### src/hw/rtl/i2c_slave_multi_address_fsm_top_assert.svh
// Assertion macros for the I2C slave sequencer.
`ifndef I2C_SLAVE_MULTI_ADDRESS_FSM_TOP_ASSERT_SVH
`define I2C_SLAVE_MULTI_ADDRESS_FSM_TOP_ASSERT_SVH

// Same-cycle implication, disabled in reset
`define I2CSM_ASSERT_IMPLY(label, clk, rst, ante, cons) \
  label: assert property (@(posedge clk) disable iff (rst) (ante) |-> (cons)) \
    else $error("i2c slave sequencer: same-cycle check failed");

// Next-cycle implication, disabled in reset
`define I2CSM_ASSERT_NEXT(label, clk, rst, ante, cons) \
  label: assert property (@(posedge clk) disable iff (rst) (ante) |=> (cons)) \
    else $error("i2c slave sequencer: next-cycle check failed");

`endif

### src/hw/rtl/i2csm_pkg.sv
// Types, codes and helper functions for the I2C slave sequencer.
package i2csm_pkg;

  localparam int NUM_ADDRESSES = 3;

  // Bus event kinds
  localparam logic [1:0] KIND_START      = 2'd0;
  localparam logic [1:0] KIND_START_STOP = 2'd1;
  localparam logic [1:0] KIND_SHIFT_DONE = 2'd2;

  // Phase codes reported to the shift unit
  localparam logic [2:0] OUT_IDLE      = 3'd0;
  localparam logic [2:0] OUT_SEND_ACK  = 3'd1;
  localparam logic [2:0] OUT_SEND_BYTE = 3'd2;
  localparam logic [2:0] OUT_RECV_BYTE = 3'd3;
  localparam logic [2:0] OUT_RECV_ACK  = 3'd4;
  localparam logic [2:0] OUT_RECV_ADDR = 3'd5;

  localparam logic [1:0] NO_SLAVE = 2'd3;

  typedef enum logic [6:0] {
    PH_ADDR     = 7'b0000001,
    PH_PREP_SND = 7'b0000010,
    PH_PREP_RCV = 7'b0000100,
    PH_SND      = 7'b0001000,
    PH_RCV      = 7'b0010000,
    PH_RCVPROC  = 7'b0100000,
    PH_RCV_ACK  = 7'b1000000
  } phase_t;

  typedef struct packed {
    logic [2:0] next_phase;
    logic       sda_pull;
    logic [7:0] shift_load;
    logic       tx_taken;
    logic       rx_valid;
    logic [7:0] rx_byte_out;
    logic       first_after_start;
    logic [1:0] active_slave;
  } res_t;

  // Phase code seen by the shift unit
  function automatic logic [2:0] phase_code(input logic listening, input phase_t ph);
    logic [2:0] code;
    code = OUT_IDLE;
    if (listening) begin
      unique case (ph)
        PH_ADDR:     code = OUT_RECV_ADDR;
        PH_PREP_SND: code = OUT_SEND_ACK;
        PH_PREP_RCV: code = OUT_SEND_ACK;
        PH_SND:      code = OUT_SEND_BYTE;
        PH_RCV:      code = OUT_RECV_BYTE;
        PH_RCVPROC:  code = OUT_SEND_ACK;
        PH_RCV_ACK:  code = OUT_RECV_ACK;
        default:     code = OUT_IDLE;
      endcase
    end
    return code;
  endfunction

  // Slave drives SDA in the ack and send phases
  function automatic logic pull_code(input logic listening, input phase_t ph);
    return listening && (ph == PH_PREP_SND || ph == PH_PREP_RCV ||
                         ph == PH_SND || ph == PH_RCVPROC);
  endfunction

endpackage

### src/hw/rtl/i2c_slave_multi_address_fsm_top.sv
// I2C slave sequencer with several own addresses, bus-event in, phase command out.
//
// Takes one bus event per cycle while in_stall is low (start, start-then-stop, or shift
// done) and returns one command for the shift unit per event: the next phase, whether
// the slave drives SDA, the value to load into the shift register, and the byte
// hand-off to the application. Each event is decoded in the cycle it is accepted; its
// command is registered into the output register, or into the skid entry while the
// output register is held. A one-entry skid buffer behind the output register lets
// one further event be taken while the downstream side stalls; in_stall rises only
// once that is full. Own addresses are written through cfg_we/cfg_index/cfg_data
// only while the block is idle, which the user must keep to, as the block does not
// enforce it; an address above 127 never matches.
module i2c_slave_multi_address_fsm_top (
  input  logic       clk,
  input  logic       rst,
  // configuration
  input  logic       cfg_we,
  input  logic [1:0] cfg_index,
  input  logic [7:0] cfg_data,
  // bus events
  input  logic       in_valid,
  output logic       in_stall,
  input  logic [1:0] kind,
  input  logic [7:0] shift_data,
  input  logic [7:0] tx_byte,
  input  logic       keep_receiving,
  // commands
  output logic       out_valid,
  input  logic       out_stall,
  output logic [2:0] next_phase,
  output logic       sda_pull,
  output logic [7:0] shift_load,
  output logic       tx_taken,
  output logic       rx_valid,
  output logic [7:0] rx_byte_out,
  output logic       first_after_start,
  output logic [1:0] active_slave
);
  import i2csm_pkg::*;

`include "i2c_slave_multi_address_fsm_top_assert.svh"

  logic [7:0] slave_address [NUM_ADDRESSES];

  phase_t     phase, phase_next;
  logic       listening, listening_next;
  logic [1:0] matched_index, matched_index_next;
  logic [7:0] held_rx_byte, held_rx_byte_next;
  logic       start_pending, start_pending_next;

  res_t       res_new;
  res_t       out_res, skid_res;
  logic       skid_valid;

  logic       in_accept, out_take;
  logic [1:0] hit;

  assign in_stall  = skid_valid;
  assign in_accept = in_valid && !in_stall;
  assign out_take  = out_valid && !out_stall;

  // Own address registers
  always_ff @(posedge clk) begin
    if (rst) begin
      for (int i = 0; i < NUM_ADDRESSES; i++) begin
        slave_address[i] <= 8'hFF;
      end
    end else if (cfg_we && (32'(cfg_index) < NUM_ADDRESSES)) begin
      slave_address[cfg_index] <= cfg_data;
    end
  end

  // Address compare, lowest index wins
  always_comb begin
    hit = NO_SLAVE;
    for (int i = NUM_ADDRESSES - 1; i >= 0; i--) begin
      if (slave_address[i] == {1'b0, shift_data[7:1]}) begin
        hit = 2'(i);
      end
    end
  end

  // Advance the sequencer for one event
  always_comb begin
    phase_next         = phase;
    listening_next     = listening;
    matched_index_next = matched_index;
    held_rx_byte_next  = held_rx_byte;
    start_pending_next = start_pending;
    res_new            = '0;

    if (kind == KIND_START || kind == KIND_START_STOP) begin
      phase_next         = PH_ADDR;
      matched_index_next = NO_SLAVE;
      start_pending_next = 1'b1;
      listening_next     = (kind == KIND_START);
    end else if (kind == KIND_SHIFT_DONE && listening) begin
      unique case (phase)
        PH_ADDR: begin
          if (hit == NO_SLAVE) begin
            listening_next     = 1'b0;
            matched_index_next = NO_SLAVE;
          end else begin
            matched_index_next = hit;
            phase_next         = shift_data[0] ? PH_PREP_SND : PH_PREP_RCV;
          end
        end
        PH_RCV_ACK, PH_PREP_SND: begin
          if (phase == PH_RCV_ACK && shift_data[0]) begin
            // master NACK ends the transfer
            listening_next     = 1'b0;
            matched_index_next = NO_SLAVE;
          end else begin
            res_new.shift_load        = tx_byte;
            res_new.tx_taken          = 1'b1;
            res_new.first_after_start = start_pending;
            start_pending_next        = 1'b0;
            phase_next                = PH_SND;
          end
        end
        PH_PREP_RCV: phase_next = PH_RCV;
        PH_SND:      phase_next = PH_RCV_ACK;
        PH_RCV: begin
          held_rx_byte_next = shift_data;
          phase_next        = PH_RCVPROC;
        end
        PH_RCVPROC: begin
          res_new.rx_valid          = 1'b1;
          res_new.rx_byte_out       = held_rx_byte;
          res_new.first_after_start = start_pending;
          start_pending_next        = 1'b0;
          phase_next                = keep_receiving ? PH_RCV : PH_ADDR;
        end
        default: phase_next = PH_ADDR;
      endcase
    end

    res_new.next_phase   = phase_code(listening_next, phase_next);
    res_new.sda_pull     = pull_code(listening_next, phase_next);
    res_new.active_slave = matched_index_next;
  end

  // Sequencer state
  always_ff @(posedge clk) begin
    if (rst) begin
      phase         <= PH_ADDR;
      listening     <= 1'b0;
      matched_index <= NO_SLAVE;
      held_rx_byte  <= 8'h00;
      start_pending <= 1'b0;
    end else if (in_accept) begin
      phase         <= phase_next;
      listening     <= listening_next;
      matched_index <= matched_index_next;
      held_rx_byte  <= held_rx_byte_next;
      start_pending <= start_pending_next;
    end
  end

  // Output register and skid entry control
  always_ff @(posedge clk) begin
    if (rst) begin
      out_valid  <= 1'b0;
      skid_valid <= 1'b0;
    end else if (skid_valid) begin
      if (out_take) begin
        skid_valid <= 1'b0;
      end
    end else if (in_accept) begin
      if (out_valid && !out_take) begin
        skid_valid <= 1'b1;
      end else begin
        out_valid <= 1'b1;
      end
    end else if (out_take) begin
      out_valid <= 1'b0;
    end
  end

  // Output register and skid entry payload
  always_ff @(posedge clk) begin
    if (skid_valid) begin
      if (out_take) begin
        out_res <= skid_res;
      end
    end else if (in_accept) begin
      if (out_valid && !out_take) begin
        skid_res <= res_new;
      end else begin
        out_res <= res_new;
      end
    end
  end

  assign next_phase        = out_res.next_phase;
  assign sda_pull          = out_res.sda_pull;
  assign shift_load        = out_res.shift_load;
  assign tx_taken          = out_res.tx_taken;
  assign rx_valid          = out_res.rx_valid;
  assign rx_byte_out       = out_res.rx_byte_out;
  assign first_after_start = out_res.first_after_start;
  assign active_slave      = out_res.active_slave;

  // A held skid entry implies a full output register
  `I2CSM_ASSERT_IMPLY(a_skid_behind_out, clk, rst, skid_valid, out_valid)
  // Disarmed sequencer never keeps a matched slave
  `I2CSM_ASSERT_IMPLY(a_disarmed_no_match, clk, rst, !listening, matched_index == NO_SLAVE)
  // A command never both takes a tx byte and delivers an rx byte
  `I2CSM_ASSERT_IMPLY(a_one_handoff, clk, rst, out_valid, !(out_res.tx_taken && out_res.rx_valid))
  // Skid entry stays while downstream stalls
  `I2CSM_ASSERT_NEXT(a_skid_holds, clk, rst, skid_valid && out_stall, skid_valid)

endmodule
### config.mk
export PLATFORM = sky130hd
export DESIGN_NAME = i2c_slave_multi_address_fsm_top
export DESIGN_NICKNAME = d
export VERILOG_FILES = /design/src/hw/rtl/i2csm_pkg.sv /design/src/hw/rtl/i2c_slave_multi_address_fsm_top.sv
export VERILOG_INCLUDE_DIRS = /design/src /design/src/hw/rtl
export SDC_FILE = /design/constraint.sdc
export NUM_CORES = 1
export LEC_CHECK = 0
export ABC_AREA = 0
export BUFFER_PORTS_ARGS = -buffer_cell sky130_fd_sc_hd__buf_2
export CORE_MARGIN = 3
export CORE_UTILIZATION = 55
export CTS_BUF_LIST = sky130_fd_sc_hd__clkbuf_16
export DETAILED_ROUTE_END_ITERATION = 12
export PLACE_DENSITY_LB_ADDON = 0.15
export SLEW_MARGIN = 10
export SYNTH_ARGS = -nofsm -noshare
export SYNTH_HDL_FRONTEND = slang
export SYNTH_SLANG_ARGS = --single-unit
### constraint.sdc
create_clock -name clk -period 3.8 [get_ports clk]
set_clock_uncertainty 0.1 [all_clocks]
set_input_delay 0.38 -clock clk [delete_from_list [all_inputs] [get_ports clk]]
set_output_delay 0.38 -clock clk [all_outputs]
set_load 0.005 [all_outputs]
# --- Yosys cells after proc, flatten, opt, wreduce, memory -nomap -nowiden ---
# Memory sizes are Yosys's and may differ from the RTL's.
# Cells that the tools add are included.
op_classes:
  order_cmp: 1
  eq_ne: 24
  muxes: 52
  bitwise: 2
  n_reduce_logical: 27
ops:
  columns: ["op", "count"]
  rows:
  - ["two-way mux 25 bit", 4]
  - ["one-hot mux 7 bit (6 select lines)", 1]
  - ["two-way mux 19 bit", 2]
  - ["two-way mux 7 bit", 4]
  - ["two-way mux 9 bit", 3]
  - ["equality test 8 x 7 -> 1 bit", 3]
  - ["two-way mux 1 bit", 22]
  - ["one-hot mux 3 bit (5 select lines)", 1]
  - ["equality test 7 x 1 -> 1 bit (second input constant)", 2]
  - ["equality test 7 x 2 -> 1 bit (second input constant)", 2]
  - ["equality test 7 x 3 -> 1 bit (second input constant)", 2]
  - ["equality test 7 x 4 -> 1 bit (second input constant)", 2]
  - ["equality test 7 x 5 -> 1 bit (second input constant)", 2]
  - ["equality test 7 x 6 -> 1 bit (second input constant)", 2]
  - ["equality test 7 bit (second input constant)", 2]
  - ["two-way mux 2 bit", 7]
  - ["AND reduction 3 bit", 3]
  - ["two-way mux 8 bit", 1]
  - ["AND reduction 4 bit", 2]
  - ["OR reduction 8 bit", 1]
  - ["logical AND 1 bit", 7]
  - ["two-way mux 3 bit", 2]
  - ["one-hot mux 1 bit (2 select lines)", 3]
  - ["nonzero test 2 bit", 3]
  - ["other kinds (15)", 23]
totals:
  ff_bits: 71
  ramBits: 24
  in_bits: 34
  output_inout_bits: 27
  elab_cells: 130
  n_memories: 1
mem_list:
  columns: ["name", "depth", "width", "rd", "rd_ports_with_merged_regs", "wr", "line", "source"]
  rows:
  - ["slave_address", 3, 8, 3, 0, 3, "i2c_slave_multi_address_fsm_top.sv:43", "logic [7:0] slave_address [NUM_ADDRESSES];"]

# --- Depth between registers and ports, before layout ---
# An unclocked memory read counts as a cell.
logic_depth:
  ltp_word: 18
  depth_mapped: 9
  ltp_nobuf: 8

# --- Worst setup path before layout ---
# OpenSTA, ideal clock, no wires.
synth_path:
  path_kind: "reg-to-reg"
  startpoint: "reg skid_valid, in the netlist in_stall"
  endpoint: "reg out_res (netlist bit active_slave[0]) (enable)"
  setup_time_ns: 0.415
  arrival_ns: 2.354
  required_time_ns: 3.285
  slack_ns: 0.931
  stages_incl_launch_ff: 7
  path_buffers: 3
  period_less_slack_ns: 2.869
  cell_sequence: "dfxtp_1 buf_4 nor2b_1 clkbuf_1 clkbuf_1 a21oi_1 a21oi_1"
synth_via:
  elab_chain_len: 4
  elab_cells_between_ends: 6
synth_lines:
  columns: ["element", "line", "source"]
  rows:
  - ["from (decl)", "i2c_slave_multi_address_fsm_top.sv:53", "logic skid_valid;"]
  - ["from (signal assigned)", "i2c_slave_multi_address_fsm_top.sv:164", "skid_valid <= 1'b0;"]
  - ["from (signal assigned)", "i2c_slave_multi_address_fsm_top.sv:167", "skid_valid <= 1'b0;"]
  - ["from (signal assigned)", "i2c_slave_multi_address_fsm_top.sv:171", "skid_valid <= 1'b1;"]
  - ["zero test 1 bit", "i2c_slave_multi_address_fsm_top.sv:59", "assign in_accept = in_valid && !in_stall;"]
  - ["logical AND 1 bit", "i2c_slave_multi_address_fsm_top.sv:59", null]
  - ["nonzero test 2 bit (no line)", null, null]
  - ["AND reduction 3 bit (no line) (*)", null, null]
  - ["to (signal assigned)", "i2c_slave_multi_address_fsm_top.sv:184", "out_res <= skid_res;"]
  - ["to (signal assigned)", "i2c_slave_multi_address_fsm_top.sv:190", "out_res <= res_new;"]
  - ["to (decl)", "i2c_slave_multi_address_fsm_top.sv:52", "res_t out_res, skid_res;"]
# Mark *: on every way between the ends. The rest lies on a longest branch, timed or not.
# A chain may end at the register's enable or synchronous reset.

==> metrics.txt <==
# TYPE chip_impl_metric gauge
chip_impl_metric{name="worst_ep_required_time",unit="ns"} 3.78
chip_impl_metric{name="placement.setup.worst_slack",unit="ns"} 0.7543
chip_impl_metric{name="drive_above_1_share",unit="%"} 28.90
chip_impl_metric{name="layout_worst_path_cycle_share",unit="%"} 77.10
chip_impl_metric{name="pin_count_of_the_biggest_net_entering_global_routing",unit=""} 35
chip_impl_metric{name="die-area",unit="um2"} 9372
chip_impl_metric{name="sw_frac_of_total",unit="%"} 23.41
chip_impl_metric{name="cts.repair.resized",unit=""} 0
chip_impl_metric{name="ant_nets",unit=""} 0
chip_impl_info{name="holdCritPathClass",value="input pin to flop"} 1
chip_impl_metric{name="mappedNetlistArea",unit="um2"} 4536
chip_impl_metric{name="die_w",unit="um"} 96.81
chip_impl_metric{name="max_freq",unit="MHz"} 341.3
chip_impl_metric{name="antenna_cells_inserted",unit=""} 0
chip_impl_metric{name="dr_total_vias",unit=""} 2962
chip_impl_metric{name="detail_route.wl_per_cell",unit="um"} 16.46
chip_impl_metric{name="remaining_drc_errors",unit=""} 0
chip_impl_metric{name="first_global_vias",unit=""} 2863
chip_impl_metric{name="setup_tns",unit="ns"} 0
chip_impl_metric{name="powerDensity",unit="nW/um2"} 450.0
chip_impl_metric{name="synth_cell_type_count",unit=""} 58
chip_impl_metric{name="area_growth_syn_to_layout",unit="%"} 15.09
chip_impl_metric{name="fin_worst_hold_slack",unit="ns"} 0.2196
chip_impl_metric{name="timing.max_cap.violations",unit=""} 0
chip_impl_metric{name="via_per_inst",unit=""} 5.578
chip_impl_metric{name="share_comb_of_total_power",unit="%"} 9.5
chip_impl_info{name="critical_path_s_slowest_cell",value="sky130_fd_sc_hd__nor4_1"} 1
chip_impl_metric{name="synth_top_area_share",unit="%"} 48.99
chip_impl_metric{name="global_route_wire_length_before_repair",unit="um"} 14710
chip_impl_metric{name="switching_power",unit="mW"} 0.5498
chip_impl_metric{name="clockPowerShare",unit="%"} 39.0
chip_impl_metric{name="core-area",unit="um2"} 7848
chip_impl_metric{name="mean_instance_size_in_the_synthesized_netlist",unit="um2"} 12.43
chip_impl_info{name="highest_count_cells_in_the_layout_ignoring_fill_and_taps",value="sky130_fd_sc_hd__edfxtp_1 (74), sky130_fd_sc_hd__buf_2 (60), sky130_fd_sc_hd__nand2b_1 (26)"} 1
chip_impl_metric{name="globalplace.congestion",unit=""} 0.8971
chip_impl_metric{name="cts.htree.levels",unit=""} 3
chip_impl_metric{name="synth_sequential_area_ratio",unit="%"} 58.26
chip_impl_metric{name="critical_path_arrival",unit="ns"} 2.91
chip_impl_info{name="cp_cell_sequence",value="xor2_1, nor4_1, nand2_1, a31oi_1, or2_2, a211oi_1, o211a_1, mux2_2"} 1
chip_impl_metric{name="clk_pin_slew",unit="ns"} 0.07
chip_impl_metric{name="synth.ff_latch_count",unit=""} 95
chip_impl_metric{name="synth_enable_flop_cells",unit=""} 74
chip_impl_info{name="library_cell_used_as_clock_root_buffer",value="sky130_fd_sc_hd__clkbuf_16"} 1
chip_impl_metric{name="cts-root-to-sink-buffers",unit=""} 2
chip_impl_metric{name="fin_ws",unit="ns"} 0.8703
chip_impl_info{name="post-synth-top-area-cell",value="sky130_fd_sc_hd__edfxtp_1"} 1
chip_impl_metric{name="layout.nets",unit=""} 458
chip_impl_metric{name="cp_slowest_stage_delay",unit="ns"} 0.64
chip_impl_info{name="outcome",value="finished, final reports clean"} 1
chip_impl_metric{name="grt_overflow_total",unit=""} 0
chip_impl_metric{name="post_cts_buffers",unit=""} 0
chip_impl_metric{name="slew_headroom",unit="%"} 52.43
chip_impl_metric{name="async_set_or_reset_flop_fraction_in_the_synthesized_netlist",unit="%"} 0
chip_impl_metric{name="power_frac_seq",unit="%"} 51.5
chip_impl_metric{name="path_buf_inv",unit=""} 0
chip_impl_metric{name="net_count_synth",unit=""} 399
chip_impl_metric{name="post_cts_hold_buffer_count",unit=""} 0
chip_impl_metric{name="power_report.internal_total",unit="mW"} 1.799
chip_impl_metric{name="tritoncts.num_buffers",unit=""} 9
chip_impl_metric{name="placement_row_count",unit=""} 32
chip_impl_info{name="ys_dominant_reg_cell",value="sky130_fd_sc_hd__edfxtp_1"} 1
chip_impl_info{name="layout_commonest_cell",value="sky130_fd_sc_hd__edfxtp_1"} 1
chip_impl_metric{name="drt_iter0_drc",unit=""} 205
chip_impl_metric{name="fp.dieH",unit="um"} 96.81
chip_impl_metric{name="antenna_found_initial",unit=""} 0
chip_impl_metric{name="portBuffers",unit=""} 60
chip_impl_metric{name="final.min_clock_period",unit="ns"} 2.930
chip_impl_metric{name="netlist_instances",unit=""} 365
chip_impl_metric{name="gr-usage-all-layers",unit="%"} 19.37
chip_impl_metric{name="dp_hpwl",unit="um"} 6143
chip_impl_info{name="synth.top_cells.by_area",value="sky130_fd_sc_hd__edfxtp_1 (49%), sky130_fd_sc_hd__dfxtp_1 (9.3%), sky130_fd_sc_hd__mux2_2 (5.5%)"} 1
chip_impl_metric{name="critPathMaxFanout",unit=""} 5
chip_impl_info{name="crit_path_start_kind",value="flop"} 1
chip_impl_metric{name="worst_ir_drop_vdd",unit="V"} 0.0002402
chip_impl_info{name="cp_top_family",value="simple AND/OR/NAND/NOR gates"} 1
chip_impl_metric{name="numClockSinks",unit=""} 95
chip_impl_metric{name="leakage",unit="nW"} 1.988
chip_impl_metric{name="initial_utilization",unit="%"} 57.80
chip_impl_metric{name="worst_slew_pin_slew",unit="ns"} 0.7070
chip_impl_metric{name="ys_warn_count",unit=""} 0
chip_impl_info{name="worstSetupEndpointType",value="flop"} 1
chip_impl_metric{name="timing.final.setup_violations",unit=""} 0
chip_impl_metric{name="report.final.hold_viol_count",unit=""} 0
chip_impl_info{name="rsz0062_at_grt",value="no"} 1
chip_impl_metric{name="detail_route.wirelength",unit="um"} 8740
chip_impl_metric{name="io-pin-count",unit=""} 61
chip_impl_info{name="path_class",value="flop to flop"} 1
chip_impl_metric{name="clock_insertion_delay_worst_skew",unit="ns"} 0.34
chip_impl_metric{name="drt-pass1-iter-count",unit=""} 5
chip_impl_info{name="cts_tree",value="built"} 1
chip_impl_metric{name="final_max_slew_viol_count",unit=""} 0
==> flip-flops by register name (all words and copies together) (netlist names), 2 cells and up <==
name,count
shift_load,8
phase,7
slave_address,24
rx_byte_out,8
skid_res,25
held_rx_byte,8
active_slave,2
next_phase,3
matched_index,2
==> path summary, 6_finish.rpt <==
| path | slack [ns] | cells past startpoint | from | end |
|---|---|---|---|---|
| worst max-delay path | 0.87 | 8 | slave_address[0][6] | next_phase[0] |
| worst min-delay path | 0.22 | 2 | cfg_data[0] | slave_address[2][0] |
| worst max register to register | 0.87 | 8 | slave_address[0][6] | next_phase[0] |
| worst min register to register | 0.39 | 2 | held_rx_byte[3] | held_rx_byte[3] |
==> kinds of logic (layout without fill, tap and decap cells) <==
family	count (synthesis)	after routing	synth area share [%]
mux	34	34	8.138
buf+inv	22	86	2.565
simple gates	141	141	17.85
flops	95	95	58.26
xor+xnor	26	26	5.021
compound gates	47	47	8.166
==> per-stage QoR <==
stage / instance area [um2] / power [mW] / util, % / std cells
after global placement: 4915 / 1.448 / 62.63 / 515
final: 5220 / 2.349 / 66.52 / 531
after CTS: 5220 / 2.373 / 66.52 / 531
after floorplan: 4536 / 1.373 / - / 365
after global routing: 5220 / 2.454 / 66.52 / 531
after detailed placement: 4915 / 1.456 / 62.63 / 515
==> final cells by class <==
class | count | area [um2]
timing repair buffer | 67 | 352.8
clock buffer | 9 | 225.2
tap | 102 | 127.6
clock inverter | 7 | 80.08
fill | 608 | 2628
inverter | 3 | 11.26
sequential | 95 | 2643
multi-input combinational | 248 | 1780
==> cell usage after synthesis (4+ instances only) <==
| library cell | instances |
|---|---|
| sky130_fd_sc_hd__o21ai_0 | 7 |
| sky130_fd_sc_hd__a21oi_1 | 10 |
| sky130_fd_sc_hd__clkbuf_1 | 11 |
| sky130_fd_sc_hd__xor2_1 | 23 |
| sky130_fd_sc_hd__edfxtp_1 | 74 |
| sky130_fd_sc_hd__nor3_1 | 9 |
| sky130_fd_sc_hd__or2_2 | 5 |
| sky130_fd_sc_hd__nor4_1 | 8 |
| sky130_fd_sc_hd__nand3_1 | 4 |
| sky130_fd_sc_hd__nand2b_1 | 26 |
| sky130_fd_sc_hd__dfxtp_1 | 21 |
| sky130_fd_sc_hd__mux2i_1 | 11 |
| sky130_fd_sc_hd__and2_1 | 18 |
| sky130_fd_sc_hd__nor2_1 | 23 |
| sky130_fd_sc_hd__nand2_1 | 23 |
| sky130_fd_sc_hd__mux2_2 | 22 |
==> worst reg2reg max path, delay by kind of cell, from the launching register on <==
| family | cells | cell delay (ns) |
|---|---|---|
| AND/OR/NAND/NOR | 3 | 0.99 |
| AO/OA/AOI/OAI | 3 | 0.75 |
| flip-flops | 1 | 0.40 |
| multiplexers | 1 | 0.27 |
| XOR/XNOR | 1 | 0.16 |
==> power groups by stage <==
stage	registers [mW]	logic (mW)	clock network, mW
after floorplan	1.22	0.150	0
after global placement	1.23	0.218	0
after detailed placement	1.23	0.224	0
after CTS	1.21	0.226	0.938
after global routing	1.21	0.249	0.991
final	1.21	0.224	0.915
==> metal layers <==
metal	global-route usage (%)	share of wire [%]	vias to the layer above
li1	-	-	1454
met1	26.49	46	1402
met2	30.25	47	104
met3	6.056	6.5	2
met4	4.860	0.32	0
met5	0	0	-
Note: power is estimated with default switching activity, not from simulation.
